--- src/rtl/core/aabb_pkg.sv ---
// ----------------------------------------------------------------------------
// aabb_pkg
// Shared types and constants for the streaming bounding-box unit.
// ----------------------------------------------------------------------------
package aabb_pkg;

  typedef enum logic [2:0] {
    ST_IDLE,
    ST_SQUARE,
    ST_ACCUM,
    ST_ROOT,
    ST_HOLD
  } aabb_state_e;

  typedef struct packed {
    logic busy;
    logic done;
  } aabb_sqrt_stat_t;

  localparam logic [1:0] AXIS_X = 2'd0;
  localparam logic [1:0] AXIS_Y = 2'd1;
  localparam logic [1:0] AXIS_Z = 2'd2;

endpackage

--- src/rtl/core/aabb_stream_with_radius_unit.sv ---
// ----------------------------------------------------------------------------
// aabb_stream_with_radius_unit
// Streaming axis-aligned bounding box with conservative radius per mesh.
// ----------------------------------------------------------------------------
//   channel | signals                        | transfer when
//   --------+--------------------------------+------------------------------
//   in      | pos_x/y/z, last_vertex         | in_valid_i & in_ready_o
//   out     | min_x/y/z, max_x/y/z, radius   | out_valid_o & out_ready_i
//
// A vertex without the last mark only updates the box; the sequencer stays idle and ready.
// A last vertex runs the radius sequence: the shared multiplier squares each of the
// three axes in turn, then the one-bit-per-cycle root runs over the sum.
// The result sits in an output register; the next mesh may start while it waits.
// Reset needs no clearing pass; the box is seeded by the first vertex of a mesh.
// A stalled output only holds the sequencer once the next radius is ready.
// ----------------------------------------------------------------------------
module aabb_stream_with_radius_unit #(
  parameter int unsigned COORD_BITS = 24
) (
  input  logic                         clk_i,
  input  logic                         rst_ni,
  input  logic                         in_valid_i,
  output logic                         in_ready_o,
  input  logic signed [COORD_BITS-1:0] pos_x_i,
  input  logic signed [COORD_BITS-1:0] pos_y_i,
  input  logic signed [COORD_BITS-1:0] pos_z_i,
  input  logic                         last_vertex_i,
  output logic                         out_valid_o,
  input  logic                         out_ready_i,
  output logic signed [COORD_BITS-1:0] min_x_o,
  output logic signed [COORD_BITS-1:0] min_y_o,
  output logic signed [COORD_BITS-1:0] min_z_o,
  output logic signed [COORD_BITS-1:0] max_x_o,
  output logic signed [COORD_BITS-1:0] max_y_o,
  output logic signed [COORD_BITS-1:0] max_z_o,
  output logic        [COORD_BITS-1:0] radius_o
);

  localparam int unsigned SumW = 2 * COORD_BITS;

  aabb_pkg::aabb_state_e     state_q, state_d;
  aabb_pkg::aabb_sqrt_stat_t sq_stat;

  logic                         in_fire;
  logic                         mesh_start_q, mesh_start_d;
  logic [1:0]                   axis_q, axis_d;
  logic signed [COORD_BITS-1:0] pos   [3];
  logic signed [COORD_BITS-1:0] low   [3];
  logic signed [COORD_BITS-1:0] high  [3];
  logic [COORD_BITS-1:0]        mag;
  logic [COORD_BITS-1:0]        root;
  logic [SumW-1:0]              prod_q;
  logic [SumW-1:0]              sum_q, sum_d;
  logic                         sq_start;
  logic                         out_free;
  logic                         out_load;
  logic                         out_valid_q, out_valid_d;
  logic signed [COORD_BITS-1:0] out_low_q  [3];
  logic signed [COORD_BITS-1:0] out_high_q [3];
  logic [COORD_BITS-1:0]        out_radius_q;

  assign pos[0]  = pos_x_i;
  assign pos[1]  = pos_y_i;
  assign pos[2]  = pos_z_i;
  assign in_fire = in_valid_i && in_ready_o;
  assign out_free = !out_valid_q || out_ready_i;

  aabb_box #(
    .COORD_BITS(COORD_BITS)
  ) u_box (
    .clk_i  (clk_i),
    .upd_i  (in_fire),
    .seed_i (mesh_start_q),
    .pos_i  (pos),
    .axis_i (axis_q),
    .low_o  (low),
    .high_o (high),
    .mag_o  (mag)
  );

  aabb_isqrt #(
    .COORD_BITS(COORD_BITS)
  ) u_isqrt (
    .clk_i      (clk_i),
    .rst_ni     (rst_ni),
    .start_i    (sq_start),
    .radicand_i (sum_d),
    .stat_o     (sq_stat),
    .root_o     (root)
  );

  // next state
  always_comb begin
    state_d = state_q;
    unique case (state_q)
      aabb_pkg::ST_IDLE: begin
        if (in_fire && last_vertex_i) begin
          state_d = aabb_pkg::ST_SQUARE;
        end
      end
      aabb_pkg::ST_SQUARE: begin
        state_d = aabb_pkg::ST_ACCUM;
      end
      aabb_pkg::ST_ACCUM: begin
        state_d = (axis_q == aabb_pkg::AXIS_Z) ? aabb_pkg::ST_ROOT : aabb_pkg::ST_SQUARE;
      end
      aabb_pkg::ST_ROOT: begin
        if (sq_stat.done) begin
          state_d = out_free ? aabb_pkg::ST_IDLE : aabb_pkg::ST_HOLD;
        end
      end
      aabb_pkg::ST_HOLD: begin
        if (out_free) begin
          state_d = aabb_pkg::ST_IDLE;
        end
      end
      default: state_d = aabb_pkg::ST_IDLE;
    endcase
  end

  // sequencer outputs
  always_comb begin
    in_ready_o   = 1'b0;
    sq_start     = 1'b0;
    out_load     = 1'b0;
    axis_d       = axis_q;
    sum_d        = sum_q;
    mesh_start_d = mesh_start_q;
    unique case (state_q)
      aabb_pkg::ST_IDLE: begin
        in_ready_o = 1'b1;
        if (in_fire) begin
          mesh_start_d = last_vertex_i;
          axis_d       = aabb_pkg::AXIS_X;
          sum_d        = '0;
        end
      end
      aabb_pkg::ST_SQUARE: begin
      end
      aabb_pkg::ST_ACCUM: begin
        sum_d = sum_q + prod_q;
        if (axis_q == aabb_pkg::AXIS_Z) begin
          sq_start = 1'b1;
        end else begin
          axis_d = axis_q + 1'b1;
        end
      end
      aabb_pkg::ST_ROOT: begin
        out_load = sq_stat.done && out_free;
      end
      aabb_pkg::ST_HOLD: begin
        out_load = out_free;
      end
      default: begin
      end
    endcase
  end

  assign out_valid_d = out_load ? 1'b1 : (out_ready_i ? 1'b0 : out_valid_q);

  always_ff @(posedge clk_i or negedge rst_ni) begin
    if (!rst_ni) begin
      state_q      <= aabb_pkg::ST_IDLE;
      mesh_start_q <= 1'b1;
      axis_q       <= aabb_pkg::AXIS_X;
      out_valid_q  <= 1'b0;
    end else begin
      state_q      <= state_d;
      mesh_start_q <= mesh_start_d;
      axis_q       <= axis_d;
      out_valid_q  <= out_valid_d;
    end
  end

  always_ff @(posedge clk_i) begin
    prod_q <= {{COORD_BITS{1'b0}}, mag} * {{COORD_BITS{1'b0}}, mag};
    sum_q  <= sum_d;
    if (out_load) begin
      out_low_q    <= low;
      out_high_q   <= high;
      out_radius_q <= root;
    end
  end

  assign out_valid_o = out_valid_q;
  assign min_x_o     = out_low_q[0];
  assign min_y_o     = out_low_q[1];
  assign min_z_o     = out_low_q[2];
  assign max_x_o     = out_high_q[0];
  assign max_y_o     = out_high_q[1];
  assign max_z_o     = out_high_q[2];
  assign radius_o    = out_radius_q;

  a_root_done_in_root: assert property (@(posedge clk_i) disable iff (!rst_ni)
    sq_stat.done |-> state_q == aabb_pkg::ST_ROOT)
    else $error("root finished outside root state");

  a_last_starts_square: assert property (@(posedge clk_i) disable iff (!rst_ni)
    (in_fire && last_vertex_i) |=> state_q == aabb_pkg::ST_SQUARE)
    else $error("last vertex did not start radius sequence");

  a_box_ordered: assert property (@(posedge clk_i) disable iff (!rst_ni)
    !mesh_start_q |-> (low[0] <= high[0]) && (low[1] <= high[1]) && (low[2] <= high[2]))
    else $error("box minimum above maximum");

  a_load_when_free: assert property (@(posedge clk_i) disable iff (!rst_ni)
    out_load |-> (!out_valid_q || out_ready_i))
    else $error("result overwritten before transfer");

endmodule

--- src/rtl/core/aabb_box.sv ---
// ----------------------------------------------------------------------------
// aabb_box
// Per-axis minimum and maximum registers with the larger-magnitude select.
// ----------------------------------------------------------------------------
module aabb_box #(
  parameter int unsigned COORD_BITS = 24
) (
  input  logic                         clk_i,
  input  logic                         upd_i,
  input  logic                         seed_i,
  input  logic signed [COORD_BITS-1:0] pos_i  [3],
  input  logic        [1:0]            axis_i,
  output logic signed [COORD_BITS-1:0] low_o  [3],
  output logic signed [COORD_BITS-1:0] high_o [3],
  output logic        [COORD_BITS-1:0] mag_o
);

  logic signed [COORD_BITS-1:0] low_q  [3];
  logic signed [COORD_BITS-1:0] low_d  [3];
  logic signed [COORD_BITS-1:0] high_q [3];
  logic signed [COORD_BITS-1:0] high_d [3];
  logic signed [COORD_BITS-1:0] sel_low;
  logic signed [COORD_BITS-1:0] sel_high;
  logic        [COORD_BITS-1:0] mag_low;
  logic        [COORD_BITS-1:0] mag_high;

  always_comb begin
    for (int a = 0; a < 3; a++) begin
      low_d[a]  = low_q[a];
      high_d[a] = high_q[a];
      if (seed_i || (pos_i[a] < low_q[a])) begin
        low_d[a] = pos_i[a];
      end
      if (seed_i || (pos_i[a] > high_q[a])) begin
        high_d[a] = pos_i[a];
      end
    end
  end

  always_ff @(posedge clk_i) begin
    if (upd_i) begin
      for (int a = 0; a < 3; a++) begin
        low_q[a]  <= low_d[a];
        high_q[a] <= high_d[a];
      end
    end
  end

  always_comb begin
    unique case (axis_i)
      aabb_pkg::AXIS_X: begin
        sel_low  = low_q[0];
        sel_high = high_q[0];
      end
      aabb_pkg::AXIS_Y: begin
        sel_low  = low_q[1];
        sel_high = high_q[1];
      end
      aabb_pkg::AXIS_Z: begin
        sel_low  = low_q[2];
        sel_high = high_q[2];
      end
      default: begin
        sel_low  = '0;
        sel_high = '0;
      end
    endcase
  end

  assign mag_low  = sel_low[COORD_BITS-1]  ? (~sel_low + 1'b1)  : sel_low;
  assign mag_high = sel_high[COORD_BITS-1] ? (~sel_high + 1'b1) : sel_high;
  assign mag_o    = (mag_low > mag_high) ? mag_low : mag_high;

  assign low_o  = low_q;
  assign high_o = high_q;

endmodule

--- src/rtl/core/aabb_isqrt.sv ---
// ----------------------------------------------------------------------------
// aabb_isqrt
// Digit-by-digit integer square root, one result bit per cycle.
// ----------------------------------------------------------------------------
module aabb_isqrt #(
  parameter int unsigned COORD_BITS = 24
) (
  input  logic                          clk_i,
  input  logic                          rst_ni,
  input  logic                          start_i,
  input  logic [2*COORD_BITS-1:0]       radicand_i,
  output aabb_pkg::aabb_sqrt_stat_t     stat_o,
  output logic [COORD_BITS-1:0]         root_o
);

  localparam int unsigned RadW = 2 * COORD_BITS;
  localparam int unsigned RemW = COORD_BITS + 3;
  localparam int unsigned CntW = $clog2(COORD_BITS + 1);

  logic [RadW-1:0]       rad_q;
  logic [RemW-1:0]       rem_q;
  logic [RemW-1:0]       rem_sh;
  logic [RemW-1:0]       trial;
  logic                  ge;
  logic [COORD_BITS-1:0] root_q;
  logic [CntW-1:0]       cnt_q;
  logic                  busy_q;
  logic                  done_q;

  assign rem_sh = {rem_q[RemW-3:0], rad_q[RadW-1 -: 2]};
  assign trial  = {1'b0, root_q, 2'b01};
  assign ge     = rem_sh >= trial;

  always_ff @(posedge clk_i or negedge rst_ni) begin
    if (!rst_ni) begin
      busy_q <= 1'b0;
      done_q <= 1'b0;
      cnt_q  <= '0;
    end else begin
      done_q <= 1'b0;
      if (start_i) begin
        busy_q <= 1'b1;
        cnt_q  <= CntW'(COORD_BITS);
      end else if (busy_q) begin
        cnt_q <= cnt_q - 1'b1;
        if (cnt_q == CntW'(1)) begin
          busy_q <= 1'b0;
          done_q <= 1'b1;
        end
      end
    end
  end

  always_ff @(posedge clk_i) begin
    if (start_i) begin
      rad_q  <= radicand_i;
      rem_q  <= '0;
      root_q <= '0;
    end else if (busy_q) begin
      rad_q  <= {rad_q[RadW-3:0], 2'b00};
      rem_q  <= ge ? (rem_sh - trial) : rem_sh;
      root_q <= {root_q[COORD_BITS-2:0], ge};
    end
  end

  assign stat_o.busy = busy_q;
  assign stat_o.done = done_q;
  assign root_o      = root_q;

endmodule
--- config.mk ---
export PLATFORM = sky130hd
export DESIGN_NAME = aabb_stream_with_radius_unit
export DESIGN_NICKNAME = d
export VERILOG_FILES = /design/src/rtl/core/aabb_pkg.sv /design/src/rtl/core/aabb_stream_with_radius_unit.sv /design/src/rtl/core/aabb_box.sv /design/src/rtl/core/aabb_isqrt.sv
export SDC_FILE = /design/constraint.sdc
export NUM_CORES = 2
export LEC_CHECK = 0
export BUFFER_PORTS_ARGS = -buffer_cell sky130_fd_sc_hd__clkbuf_2
export CAP_MARGIN = 20
export CORE_ASPECT_RATIO = 2
export CORE_UTILIZATION = 60
export CTS_CLUSTER_DIAMETER = 50
export DETAILED_ROUTE_END_ITERATION = 8
export PLACE_DENSITY = 0.87
export SETUP_SLACK_MARGIN = 0.02
export SYNTH_ARGS = -nofsm -noshare
export SYNTH_HDL_FRONTEND = slang
export SYNTH_HIERARCHICAL = 1
export SYNTH_SLANG_ARGS = --single-unit
--- constraint.sdc ---
create_clock -name clk_i -period 31.4 [get_ports clk_i]
set_input_delay 6.28 -clock clk_i [delete_from_list [all_inputs] [get_ports clk_i]]
set_output_delay 6.28 -clock clk_i [all_outputs]
set_load 0.05 [all_outputs]
==> out/qor.csv <==
metric,value,unit
status,"complete, but fails checks",
failing checks,design-rule violations,
vias per inst,6.15,
Resized cells post-CTS,0,
hold_sp,u_isqrt/root_o[23],
syn nets,5171,
DRT Wirelength,124000,um
Antenna Nets Post-Route,0,
Detailed Place HPWL,93900,um
CTS tree,built,
largest net degree at the start of global routing,78,
met3 Use GR,0.0665,
Post-Syn Area,0.0438,mm2
Final Skew,50.0,ps
CP Launch Type,flop,
Crit Path Category,reg2reg,
Die Span Y,384,um
Worst path most repeated cell,fa_1,
Core ar.,0.0720,mm2
hold crit path type,reg2reg,
layout cells sized above 1,0.115,
GRT Max-Usage Layer,met2,
setup ws final,17470,ps
Clock Sinks,518,
Non-Filler Instances,5405,
Ports,247,
CP peak stage delay,900,ps
Final Max Slew Viols,0,
Sum Neg Setup Slack,0,ps
vias in the first global route,36400,
CP bufs+invs,6,
Final Net Count,5365,
"CP delay by family, top",compound AO/OA/AOI/OAI gates,
met1 GRT Util,0.321,
Clock transition at path regs,70,ps
fmax,71.8,MHz
top fanout value on the critical path,66,
drt wl/cell,22.9,um
RR Startpoint,axis_q[1],
Initial Utilization,0.609,
final setup fails,0,
die area,0.0742,mm2
CTS max path bufs,3,
Area growth syn-to-layout,9.00,%
Tmin final,13930,ps
gpl congestion,0.978,
grt ovf,0,
CP startpoint,axis_q[1],
# Max-Cap Violations,0,
Worst setup EP type,flop,
DP Worst Slack,17790,ps
Ys Warns,6,
grt met2 use,0.621,
via count,33300,
post-route core utilization,0.664,
drt drc,16,
RSZ-0062 raised after global routing,false,
initial antenna violation count,1,
Placed Instances,5305,
# rows,139,
Final Hold Vio Count,0,
clk root buf,clkbuf_16,
Critical Path AT,14500,ps
DIE WIDTH,193,um
GRT Total Usage,0.340,
Worst path slowest cell,a21o_1,
Pre-antenna DRT Iters,9,
H-tree levels,2,
postcts setup bufs,0,
CTS Buf Count,51,
first-pass GRT wire length,191000,um
period utilisation layout,0.444,
Skew-Pair Late Insertion Delay,670,ps
syn_area_per_cell,10.3,um2
slew of the pin with the lowest slew margin,1230,ps
DRT iter0 DRCs,2436,
CP required,31970,ps
Slew headroom,0.179,
Post-CTS Hold Buffers,0,
Mapped Cells,4250,
port buffer count,246,
area by class of cell:
class,instances,area (um2)
diodes,2,5.00
clock buffers,56,1320
clock inverters,40,524
fillers,5261,24200
inverters,781,2930
multi-input cells,2808,26200
flip-flops and latches,518,14100
well taps,916,1150
repair buffers,284,1560
sequential cells by signal, summed over array words and instances, names as in the netlist:
name / count
u_isqrt/rem_q: 25
radius_o: 24
u_isqrt/busy_q: 1
axis_q: 2
max_y_o: 24
out_valid_o: 1
u_box/low_o: 72
min_x_o: 24
u_isqrt/root_o: 24
max_z_o: 24
state_q: 3
u_isqrt/cnt_q: 5
mesh_start_q: 1
prod_q: 47
min_z_o: 24
u_isqrt/done_q: 1
u_box/high_o: 72
max_x_o: 24
sum_q: 48
min_y_o: 24
u_isqrt/rad_q: 48
worst reg2reg max path: cells and delay by family, from the launching register on:
kind	cells	cell delay, ps
xor+xnor	2	310
buf+inv	6	1900
fa+ha+maj	10	4610
simple gates	7	1840
compound gates	14	4860
flops	1	340
per-layer routing:
metal  share of wire  vias to the layer above
met1            0.31                    16200
met4           0.095                        0
met3           0.072                      678
li1                -                    14600
met5               0                        -
met2            0.52                     1763
per-stage QoR:
step | instance area [um2] | hold WS, ps
after floorplan | 43800 | 429
final | 47800 | 468
after detailed placement | 45900 | 457
after global routing | 47800 | 481
after CTS | 47700 | 475
after global placement | 45900 | 446
final timing paths:
path / to / slack (ps) / depth (start not counted)
hold / removal: radius_o[23] / 470 / 0
hold reg to reg: radius_o[23] / 470 / 0
setup / recovery: prod_q[47] / 17470 / 39
min in group asynchronous: axis_q[1] / 5580 / 1
max in group asynchronous: u_isqrt/busy_q / 25420 / 1
setup reg to reg: prod_q[47] / 17470 / 39
placed cells by master (no fill, tap or decap), drive strengths merged, types with 11 or more instances in the layout:
master	n
nor3	28
fa	423
a311oi	23
nor4	11
inv	790
or2	11
ha	421
a31oi	33
nand4	62
o21a	20
nand2b	25
nor2	178
o21ai	152
nor2b	28
dfxtp	144
a21o	126
and2	130
mux2i	85
o2bb2ai	16
o21bai	18
nand3	41
clkinv	20
mux2	60
dfrtp	13
xnor2	94
o211ai	22
clkbuf	302
xor2	59
buf	38
a211oi	14
a21oi	187
o31ai	22
edfxtp	360
and3	19
a22oi	12
nand2	370
Power is not shown: default switching activity piles up to over one toggle a cycle in this logic, so the estimate is an artifact.
